`config.mk`:
```
export PLATFORM = sky130hd
export DESIGN_NAME = strided_tensor_address_walk_flat
export DESIGN_NICKNAME = d
export VERILOG_FILES = /design/src/rtl/core/stw_pkg.sv /design/src/rtl/core/stw_in_if.sv /design/src/rtl/core/stw_out_if.sv /design/src/rtl/core/strided_tensor_address_walk.sv /design/src/rtl/core/stw_ctrl.sv /design/src/rtl/core/stw_datapath.sv /design/src/flat_wrapper.sv
export SDC_FILE = /design/constraint.sdc
export NUM_CORES = 2
export LEC_CHECK = 0
export CORE_MARGIN = 2
export CORE_UTILIZATION = 60
export DETAILED_ROUTE_END_ITERATION = 10
export DONT_BUFFER_PORTS = 1
export HOLD_SLACK_MARGIN = 0.12
export PLACE_DENSITY = 0.83
export SLEW_MARGIN = 20
export SYNTH_ARGS = -nofsm -noshare
export SYNTH_HDL_FRONTEND = slang
export SYNTH_SLANG_ARGS = --single-unit
```
`constraint.sdc`:
```
create_clock -name clk -period 7.5 [get_ports clk]
set_input_delay 0.75 -clock clk [delete_from_list [all_inputs] [get_ports clk]]
set_output_delay 0.75 -clock clk [all_outputs]
set_load 0.05 [all_outputs]
```
`src/rtl/core/stw_pkg.sv`:
```
// ----------------------------------------------------------------------------
// Strided address walk package
// Widths, register indexes, controller states and the command and status
// structs shared by the address walk modules.
// ----------------------------------------------------------------------------
package stw_pkg;

    localparam int NUM_DIMS     = 3;
    localparam int RANK_DEFAULT = 3;
    localparam int DIM_W        = 2;
    localparam int SIZE_W       = 16;
    localparam int STRIDE_W     = 32;
    localparam int BASE_W       = 32;
    localparam int EBYTES_W     = 4;
    localparam int OFFSET_W     = 56;
    localparam int PROD_W       = SIZE_W + 1 + STRIDE_W;
    localparam int ACC_W        = 52;
    localparam int SCALED_W     = ACC_W + EBYTES_W + 1;
    localparam int CFG_IDX_W    = 3;
    localparam int CFG_DATA_W   = 32;

    typedef enum logic [CFG_IDX_W-1:0] {
        CFG_SIZE_OUTER    = 3'd0,
        CFG_SIZE_MIDDLE   = 3'd1,
        CFG_SIZE_INNER    = 3'd2,
        CFG_STRIDE_OUTER  = 3'd3,
        CFG_STRIDE_MIDDLE = 3'd4,
        CFG_STRIDE_INNER  = 3'd5,
        CFG_BASE_ELEMS    = 3'd6,
        CFG_ELEMENT_BYTES = 3'd7
    } cfg_reg_t;

    typedef enum logic [1:0] {
        ST_IDLE,
        ST_MAC,
        ST_DONE
    } state_t;

    typedef struct packed {
        logic             start;
        logic             restart;
        logic             mac;
        logic [DIM_W-1:0] dim;
        logic             commit;
    } cmd_t;

    typedef struct packed {
        logic out_free;
    } status_t;

endpackage

```
`src/rtl/core/stw_in_if.sv`:
```
// ----------------------------------------------------------------------------
// Step request channel
// Valid/ready channel that carries one step request with its restart bit.
// ----------------------------------------------------------------------------
interface stw_in_if;

    logic valid;
    logic ready;
    logic restart;

    modport source (output valid, output restart, input ready);
    modport sink   (input valid, input restart, output ready);

endinterface

```
`src/rtl/core/stw_out_if.sv`:
```
// ----------------------------------------------------------------------------
// Element address channel
// Valid/ready channel that carries one element address with its indices.
// ----------------------------------------------------------------------------
interface stw_out_if;

    import stw_pkg::*;

    logic                valid;
    logic                ready;
    logic [OFFSET_W-1:0] elem_offset;
    logic [SIZE_W-1:0]   index_outer;
    logic [SIZE_W-1:0]   index_middle;
    logic [SIZE_W-1:0]   index_inner;
    logic                last;
    logic                empty_res;

    modport source (
        output valid, output elem_offset, output index_outer, output index_middle,
        output index_inner, output last, output empty_res, input ready
    );
    modport sink (
        input valid, input elem_offset, input index_outer, input index_middle,
        input index_inner, input last, input empty_res, output ready
    );

endinterface

```
`src/rtl/core/strided_tensor_address_walk.sv`:
```
// ----------------------------------------------------------------------------
// Strided tensor address walk
// Emits one element byte address per step request over a strided
// three-dimensional view in row-major order.
// ----------------------------------------------------------------------------
// Each accepted request yields one item: (base + sum of index times stride)
// times element size, the three indices, a last flag and an empty flag. A
// request passes through the accept step, one step per dimension through
// a single 17x32 multiply-accumulate unit, and a step that scales by the
// element size into the output register, which waits while that register
// is full. A new request is taken only once the previous one is committed;
// the output register lets the next request start while it waits to be taken.
// Write configuration only while no request is in flight.
module strided_tensor_address_walk #(
    parameter int RANK = stw_pkg::RANK_DEFAULT
) (
    input  logic                            clk,
    input  logic                            rst_n,
    input  logic                            cfg_we,
    input  logic [stw_pkg::CFG_IDX_W-1:0]   cfg_index,
    input  logic [stw_pkg::CFG_DATA_W-1:0]  cfg_data,
    stw_in_if.sink                          in_ch,
    stw_out_if.source                       out_ch
);

    import stw_pkg::*;

    cmd_t    cmd;
    status_t status;

    stw_ctrl u_ctrl (
        .clk        (clk),
        .rst_n      (rst_n),
        .in_valid   (in_ch.valid),
        .in_restart (in_ch.restart),
        .in_ready   (in_ch.ready),
        .status     (status),
        .cmd        (cmd)
    );

    stw_datapath #(
        .RANK (RANK)
    ) u_datapath (
        .clk          (clk),
        .rst_n        (rst_n),
        .cfg_we       (cfg_we),
        .cfg_index    (cfg_index),
        .cfg_data     (cfg_data),
        .cmd          (cmd),
        .status       (status),
        .out_valid    (out_ch.valid),
        .out_ready    (out_ch.ready),
        .elem_offset  (out_ch.elem_offset),
        .index_outer  (out_ch.index_outer),
        .index_middle (out_ch.index_middle),
        .index_inner  (out_ch.index_inner),
        .last         (out_ch.last),
        .empty_res    (out_ch.empty_res)
    );

endmodule

```
`src/rtl/core/stw_ctrl.sv`:
```
// ----------------------------------------------------------------------------
// Address walk controller
// Sequences one step: accept, one multiply-accumulate per dimension, then
// commit of the scaled result into the output register.
// ----------------------------------------------------------------------------
module stw_ctrl (
    input  logic              clk,
    input  logic              rst_n,
    input  logic              in_valid,
    input  logic              in_restart,
    output logic              in_ready,
    input  stw_pkg::status_t  status,
    output stw_pkg::cmd_t     cmd
);

    import stw_pkg::*;

    state_t             state_reg;
    state_t             state_next;
    logic [DIM_W-1:0]   dim_reg;
    logic [DIM_W-1:0]   dim_next;

    always_ff @(posedge clk or negedge rst_n)
    begin
        if (!rst_n)
        begin
            state_reg <= ST_IDLE;
            dim_reg   <= '0;
        end
        else
        begin
            state_reg <= state_next;
            dim_reg   <= dim_next;
        end
    end

    always_comb
    begin
        state_next  = state_reg;
        dim_next    = dim_reg;
        in_ready    = 1'b0;
        cmd         = '0;
        cmd.dim     = dim_reg;
        case (state_reg)
            ST_IDLE:
            begin
                in_ready = 1'b1;
                if (in_valid)
                begin
                    cmd.start   = 1'b1;
                    cmd.restart = in_restart;
                    dim_next    = '0;
                    state_next  = ST_MAC;
                end
            end
            ST_MAC:
            begin
                cmd.mac = 1'b1;
                if (dim_reg == DIM_W'(NUM_DIMS - 1))
                begin
                    state_next = ST_DONE;
                end
                else
                begin
                    dim_next = dim_reg + 1'b1;
                end
            end
            ST_DONE:
            begin
                if (status.out_free)
                begin
                    cmd.commit = 1'b1;
                    state_next = ST_IDLE;
                end
            end
            default:
            begin
                state_next = ST_IDLE;
            end
        endcase
    end

endmodule

```
`src/rtl/core/stw_datapath.sv`:
```
// ----------------------------------------------------------------------------
// Address walk datapath
// Configuration registers, index counter, shared stride multiplier with
// accumulator, element size scaling and the output register.
// ----------------------------------------------------------------------------
module stw_datapath #(
    parameter int RANK = stw_pkg::RANK_DEFAULT
) (
    input  logic                             clk,
    input  logic                             rst_n,
    input  logic                             cfg_we,
    input  logic [stw_pkg::CFG_IDX_W-1:0]    cfg_index,
    input  logic [stw_pkg::CFG_DATA_W-1:0]   cfg_data,
    input  stw_pkg::cmd_t                    cmd,
    output stw_pkg::status_t                 status,
    output logic                             out_valid,
    input  logic                             out_ready,
    output logic [stw_pkg::OFFSET_W-1:0]     elem_offset,
    output logic [stw_pkg::SIZE_W-1:0]       index_outer,
    output logic [stw_pkg::SIZE_W-1:0]       index_middle,
    output logic [stw_pkg::SIZE_W-1:0]       index_inner,
    output logic                             last,
    output logic                             empty_res
);

    import stw_pkg::*;

    logic [SIZE_W-1:0]          size_reg   [NUM_DIMS];
    logic [STRIDE_W-1:0]        stride_reg [NUM_DIMS];
    logic [BASE_W-1:0]          base_reg;
    logic [EBYTES_W-1:0]        ebytes_reg;
    logic [SIZE_W-1:0]          pos_reg    [NUM_DIMS];
    logic [SIZE_W-1:0]          pos_adv    [NUM_DIMS];
    logic [SIZE_W-1:0]          size_eff   [NUM_DIMS];
    logic signed [ACC_W-1:0]    acc_reg;
    logic signed [PROD_W-1:0]   prod;
    logic signed [SCALED_W-1:0] scaled;
    logic                       empty;
    logic                       at_last;
    logic                       carry;
    logic [SIZE_W:0]            nx;

    logic                       out_valid_reg;
    logic [OFFSET_W-1:0]        offset_reg;
    logic [SIZE_W-1:0]          idx_outer_reg;
    logic [SIZE_W-1:0]          idx_middle_reg;
    logic [SIZE_W-1:0]          idx_inner_reg;
    logic                       last_reg;
    logic                       empty_reg;

    always_ff @(posedge clk or negedge rst_n)
    begin
        if (!rst_n)
        begin
            for (int d = 0; d < NUM_DIMS; d++)
            begin
                size_reg[d]   <= SIZE_W'(1);
                stride_reg[d] <= STRIDE_W'(1);
            end
            base_reg   <= '0;
            ebytes_reg <= EBYTES_W'(1);
        end
        else if (cfg_we)
        begin
            case (cfg_reg_t'(cfg_index))
                CFG_SIZE_OUTER:    size_reg[0]   <= cfg_data[SIZE_W-1:0];
                CFG_SIZE_MIDDLE:   size_reg[1]   <= cfg_data[SIZE_W-1:0];
                CFG_SIZE_INNER:    size_reg[2]   <= cfg_data[SIZE_W-1:0];
                CFG_STRIDE_OUTER:  stride_reg[0] <= cfg_data[STRIDE_W-1:0];
                CFG_STRIDE_MIDDLE: stride_reg[1] <= cfg_data[STRIDE_W-1:0];
                CFG_STRIDE_INNER:  stride_reg[2] <= cfg_data[STRIDE_W-1:0];
                CFG_BASE_ELEMS:    base_reg      <= cfg_data[BASE_W-1:0];
                CFG_ELEMENT_BYTES: ebytes_reg    <= cfg_data[EBYTES_W-1:0];
                default:
                begin
                end
            endcase
        end
    end

    // Dimensions outside the rank count as extent one.
    always_comb
    begin
        empty   = 1'b0;
        at_last = 1'b1;
        for (int d = 0; d < NUM_DIMS; d++)
        begin
            size_eff[d] = (d + RANK >= NUM_DIMS) ? size_reg[d] : SIZE_W'(1);
            if (size_eff[d] == '0)
            begin
                empty = 1'b1;
            end
            if (pos_reg[d] != size_eff[d] - 1'b1)
            begin
                at_last = 1'b0;
            end
        end
    end

    // Advance row-major, innermost first; an index at or past its extent wraps.
    always_comb
    begin
        carry = 1'b1;
        nx    = '0;
        for (int d = NUM_DIMS - 1; d >= 0; d--)
        begin
            nx = {1'b0, pos_reg[d]} + 1'b1;
            if (!carry)
            begin
                pos_adv[d] = pos_reg[d];
            end
            else if (nx < {1'b0, size_eff[d]})
            begin
                pos_adv[d] = nx[SIZE_W-1:0];
                carry      = 1'b0;
            end
            else
            begin
                pos_adv[d] = '0;
            end
        end
    end

    assign prod   = $signed({1'b0, pos_reg[cmd.dim]}) * $signed(stride_reg[cmd.dim]);
    assign scaled = acc_reg * $signed({1'b0, ebytes_reg});

    always_ff @(posedge clk or negedge rst_n)
    begin
        if (!rst_n)
        begin
            for (int d = 0; d < NUM_DIMS; d++)
            begin
                pos_reg[d] <= '0;
            end
        end
        else if (cmd.start && cmd.restart)
        begin
            for (int d = 0; d < NUM_DIMS; d++)
            begin
                pos_reg[d] <= '0;
            end
        end
        else if (cmd.commit)
        begin
            for (int d = 0; d < NUM_DIMS; d++)
            begin
                pos_reg[d] <= empty ? '0 : pos_adv[d];
            end
        end
    end

    always_ff @(posedge clk)
    begin
        if (cmd.start)
        begin
            acc_reg <= ACC_W'(base_reg);
        end
        else if (cmd.mac)
        begin
            acc_reg <= acc_reg + ACC_W'(prod);
        end
    end

    always_ff @(posedge clk or negedge rst_n)
    begin
        if (!rst_n)
        begin
            out_valid_reg <= 1'b0;
        end
        else if (cmd.commit)
        begin
            out_valid_reg <= 1'b1;
        end
        else if (out_ready)
        begin
            out_valid_reg <= 1'b0;
        end
    end

    always_ff @(posedge clk)
    begin
        if (cmd.commit)
        begin
            if (empty)
            begin
                offset_reg     <= '0;
                idx_outer_reg  <= '0;
                idx_middle_reg <= '0;
                idx_inner_reg  <= '0;
                last_reg       <= 1'b0;
                empty_reg      <= 1'b1;
            end
            else
            begin
                offset_reg     <= scaled[OFFSET_W-1:0];
                idx_outer_reg  <= pos_reg[0];
                idx_middle_reg <= pos_reg[1];
                idx_inner_reg  <= pos_reg[2];
                last_reg       <= at_last;
                empty_reg      <= 1'b0;
            end
        end
    end

    assign status.out_free = !out_valid_reg || out_ready;
    assign out_valid       = out_valid_reg;
    assign elem_offset     = offset_reg;
    assign index_outer     = idx_outer_reg;
    assign index_middle    = idx_middle_reg;
    assign index_inner     = idx_inner_reg;
    assign last            = last_reg;
    assign empty_res       = empty_reg;

endmodule

```
`src/flat_wrapper.sv`:
```
// flat-port wrapper written by rule: the top's interface ports become plain ports
module strided_tensor_address_walk_flat import stw_pkg::*;
#(
    parameter int RANK = stw_pkg::RANK_DEFAULT
)
  (clk, rst_n, cfg_we, cfg_index, cfg_data, in_ch_valid, in_ch_restart, in_ch_ready, out_ch_valid, out_ch_elem_offset, out_ch_index_outer, out_ch_index_middle, out_ch_index_inner, out_ch_last, out_ch_empty_res, out_ch_ready);
  stw_in_if in_ch_i ();
  stw_out_if out_ch_i ();
  input  logic clk;
  input  logic rst_n;
  input  logic cfg_we;
  input  logic [stw_pkg::CFG_IDX_W-1:0] cfg_index;
  input  logic [stw_pkg::CFG_DATA_W-1:0] cfg_data;
  input wire logic [$bits(in_ch_i.valid)-1:0] in_ch_valid;
  input wire logic [$bits(in_ch_i.restart)-1:0] in_ch_restart;
  output wire logic [$bits(in_ch_i.ready)-1:0] in_ch_ready;
  output wire logic [$bits(out_ch_i.valid)-1:0] out_ch_valid;
  output wire logic [$bits(out_ch_i.elem_offset)-1:0] out_ch_elem_offset;
  output wire logic [$bits(out_ch_i.index_outer)-1:0] out_ch_index_outer;
  output wire logic [$bits(out_ch_i.index_middle)-1:0] out_ch_index_middle;
  output wire logic [$bits(out_ch_i.index_inner)-1:0] out_ch_index_inner;
  output wire logic [$bits(out_ch_i.last)-1:0] out_ch_last;
  output wire logic [$bits(out_ch_i.empty_res)-1:0] out_ch_empty_res;
  input wire logic [$bits(out_ch_i.ready)-1:0] out_ch_ready;
  assign in_ch_i.valid = in_ch_valid;
  assign in_ch_i.restart = in_ch_restart;
  assign in_ch_ready = in_ch_i.ready;
  assign out_ch_valid = out_ch_i.valid;
  assign out_ch_elem_offset = out_ch_i.elem_offset;
  assign out_ch_index_outer = out_ch_i.index_outer;
  assign out_ch_index_middle = out_ch_i.index_middle;
  assign out_ch_index_inner = out_ch_i.index_inner;
  assign out_ch_last = out_ch_i.last;
  assign out_ch_empty_res = out_ch_i.empty_res;
  assign out_ch_i.ready = out_ch_ready;
  strided_tensor_address_walk #(.RANK(RANK)) u_core (.clk(clk), .rst_n(rst_n), .cfg_we(cfg_we), .cfg_index(cfg_index), .cfg_data(cfg_data), .in_ch(in_ch_i), .out_ch(out_ch_i));
endmodule
```
==> results.tsv <==
metric	value	unit
status	complete, no violations	
Crit path buffers/inverters	5	
I/O Pins	149	
most frequent cells in the layout	1034 x inv_1, 668 x fa_1, 560 x nand2_1	
Crit path arrival time	7.81	ns
mux cell area share after synthesis	4.39	%
WP data required	8.00	ns
Slew headroom	29.7	%
Max stage delay cell, worst path	fa_1	
Fmax achieved	137	MHz
RR Endpoint	u_core.u_datapath.acc_reg[40]	
Largest register FFs	96	
Worst Max-Slew Pin Slew	1.05	ns
Die Footprint	0.0804	mm^2
Hold Path End	u_core.u_datapath.size_eff[16]	
Setup WS post-layout	0.191	ns
Reg clk slew, reported paths	0.06	ns
total number of vias	36546	
maximum capacitance violations	0	
delay-heaviest family, CP	adder cells	
Startpoint Class	flop	
worst reg2reg path depth	25	
Die Width	283	um
Post-synth ARST share	59.6	%
hold path startpoint	cfg_data[0]	
cell mode on critical path	fa_1	
initial DRC count	3718	
post-layout min period	7.31	ns
# nets final	6130	
Multi-input gate area	0.0320	mm^2
clk_lat worst skew	0.62	ns
pre-CTS setup slack	0.0668	ns
Synth Cell Area	0.0469	mm^2
synth unique cells	93	
Simple-Gate Fraction of Synth Area	14.5	%
GR Overflow Total	0	
r2r setup slk	0.19	ns
site row count	102	
worst-case clock buffer depth	3	
Mapped Cells	5108	
synthesized flop and latch total	391	
DP HPWL	105	mm
DR WL/cell	21.6	um
commonest non-fill, non-tap cell in the layout	inv_1	
CTS tree	yes	
crit path max fanout	29	
CTS Sinks	391	
vias in the first global route	38199	
post-synthesis compound-gate area fraction	8.81	%
WS Path Type	flop to flop	
routed wire length	135	mm
Post-Syn Area per Cell	9.17	um^2
dpl cells	6101	
worst hold-check path type	primary input to flop	
TritonRoute pass-1 iters	6	
fin crit share	97.5	%
fin area	0.0512	mm^2
die height	283	um
RSZ-0062 raised after global routing	true	
Seq/Total Area, Yosys	22.2	%
EDFF count, synth	138	
Power Density	353	mW/mm^2
Layout Skew	0.0325	ns
Root Driver	clkbuf_16	
Seq. cell area	0.0104	mm^2
core area	0.0773	mm^2
share of cells above drive strength 1	9.92	%
area delta synth->final	9.20	%
Post-DRT Antenna Nets	0	
P_leak	25.5	nW
Most used DFF post-synth	dfrtp_1	
Fillers	5858	
crit-path max cell delay	0.60	ns
largest net degree at the start of global routing	234	
starting density of the core	60.6	%
DR DRC count	0	
Routability Congestion	1.00	
Placed Area	0.0489	mm^2
Ys Warns	0	
reg2reg start	u_core.u_ctrl.dim_reg[1]	
final setup violating endpoints	0	
overall routing resource usage	33.5	%
post-synthesis adder-cell area fraction	36.2	%
maximum vdd drop	0.000279	V
Min-Delay Path Depth	2	
first-pass GRT wire length	210	mm
Port Buffers	0	
largest family of logic cells by synthesized area	adder cells	
# H-tree levels	2	
CTS buffer count	47	
via/cell ratio	5.88	
final hold viol count	0	
initial antenna violation count	4	
Post-Synth XOR/XNOR Area	3.72	%
syn_nets	6105	
Final Non-Filler Cells	6214	
CP Capture Type	flop	
max-slew violations	0	
repair_timing:
item                       in CTS  in global routing
hold endpoints to repair      233                 17
resized for setup               0                 48
hold buffers                    1                  1
setup endpoints to repair       0                 17
buffers inserted                0                 14
final cells by class:
cell class	instances	share of cell area (%)
multi-input combinational	3458	62.6
antenna	2	0.00978
sequential	391	20.3
clock buffer	70	2.71
inverter	1036	7.60
timing repair buffer	199	3.68
clock inverter	18	0.548
tap	1040	2.54
through the flow:
| stage | util, % | power, mW | TNS (ns) | hold slack [ns] |
|---|---|---|---|---|
| 2_1_floorplan | - | 11.6 | 0 | 0.454 |
| 3_3_place_gp | 63.2 | 14.6 | 0 | 0.462 |
| 3_5_place_dp | 63.2 | 15.0 | 0 | 0.461 |
| 4_1_cts | 65.4 | 17.6 | 0 | 0.234 |
| 5_1_grt | 66.2 | 19.5 | -0.232 | 0.251 |
| 6_report | 66.2 | 18.1 | 0 | 0.248 |
synthesized netlist by cell type (16+ instances only):
cell      number  share of area (%)
o21a_1        19               0.30
o31ai_1       19               0.30
nor3_1        28               0.30
nand3_1       50               0.53
a21oi_1      172                1.8
and3_1        30               0.40
xnor2_1      124                2.3
dfrtp_1      226                 12
nand2b_1      34               0.45
nand2_1      560                4.5
nor2_1       412                3.3
mux2i_1       55                1.2
a21o_1       106                1.7
o21ai_1       24               0.26
edfxtp_1     138                8.8
o211ai_1      16               0.26
and2_1       212                2.8
dfxtp_1       20               0.85
mux2_2       134                3.2
xor2_1        75                1.4
o21ai_0      160                1.7
nor2b_1       17               0.23
fa_1         669                 29
inv_1       1034                8.3
a211oi_1      19               0.30
nand4_1       42               0.56
ha_1         287                7.7
clkbuf_1     199                1.6
logic make-up (layout without fill, tap and decap cells):
group           Yosys count  in the layout
simple gates           1465           1465
xor+xnor                199            199
other cells               0              2
buf+inv                1259           1323
mux                     189            189
fa+ha+maj               956            956
compound gates          649            649
flops                   391            391
report_power, final:
group	leakage, nW	switching, mW	internal (mW)
Clock	0.801	0.994	1.47
Combinational	20.4	7.12	4.60
Sequential	4.34	0.862	3.02
Total	25.5	8.98	9.09
worst reg2reg max path, delay by kind of cell (launching register included):
kind                     cells  cell delay, ns
AO/OA/AOI/OAI                7            1.38
AND/OR/NAND/NOR              6            1.28
buffers and inverters        5            0.60
adder cells (fa/ha/maj)      7            3.44
flip-flops                   1            0.50
routing by layer:
| metal | wire length [um] | global-route usage [%] |
|---|---|---|
| met4 | 7640 | 15.5 |
| met5 | 0 | 0 |
| met3 | 15200 | 7.95 |
| met1 | 50700 | 43.9 |
| met2 | 61000 | 53.0 |
how the worst max path moves through the flow:
stage	endpoint	slack (ns)	start	cells past startpoint
2_1_floorplan	u_core.u_datapath.acc_reg[40]	0.03	u_core.u_ctrl.dim_reg[1]	28
3_3_place_gp	u_core.u_datapath.acc_reg[40]	0.31	u_core.u_ctrl.dim_reg[1]	26
3_5_place_dp	u_core.u_datapath.acc_reg[40]	0.07	u_core.u_ctrl.dim_reg[0]	25
4_1_cts	u_core.u_datapath.acc_reg[40]	0.07	u_core.u_ctrl.dim_reg[0]	25
5_1_grt	u_core.u_datapath.acc_reg[24]	-0.08	u_core.u_ctrl.dim_reg[1]	27
6_report	u_core.u_datapath.acc_reg[40]	0.19	u_core.u_ctrl.dim_reg[1]	25
(Power assumes the default switching activity.)
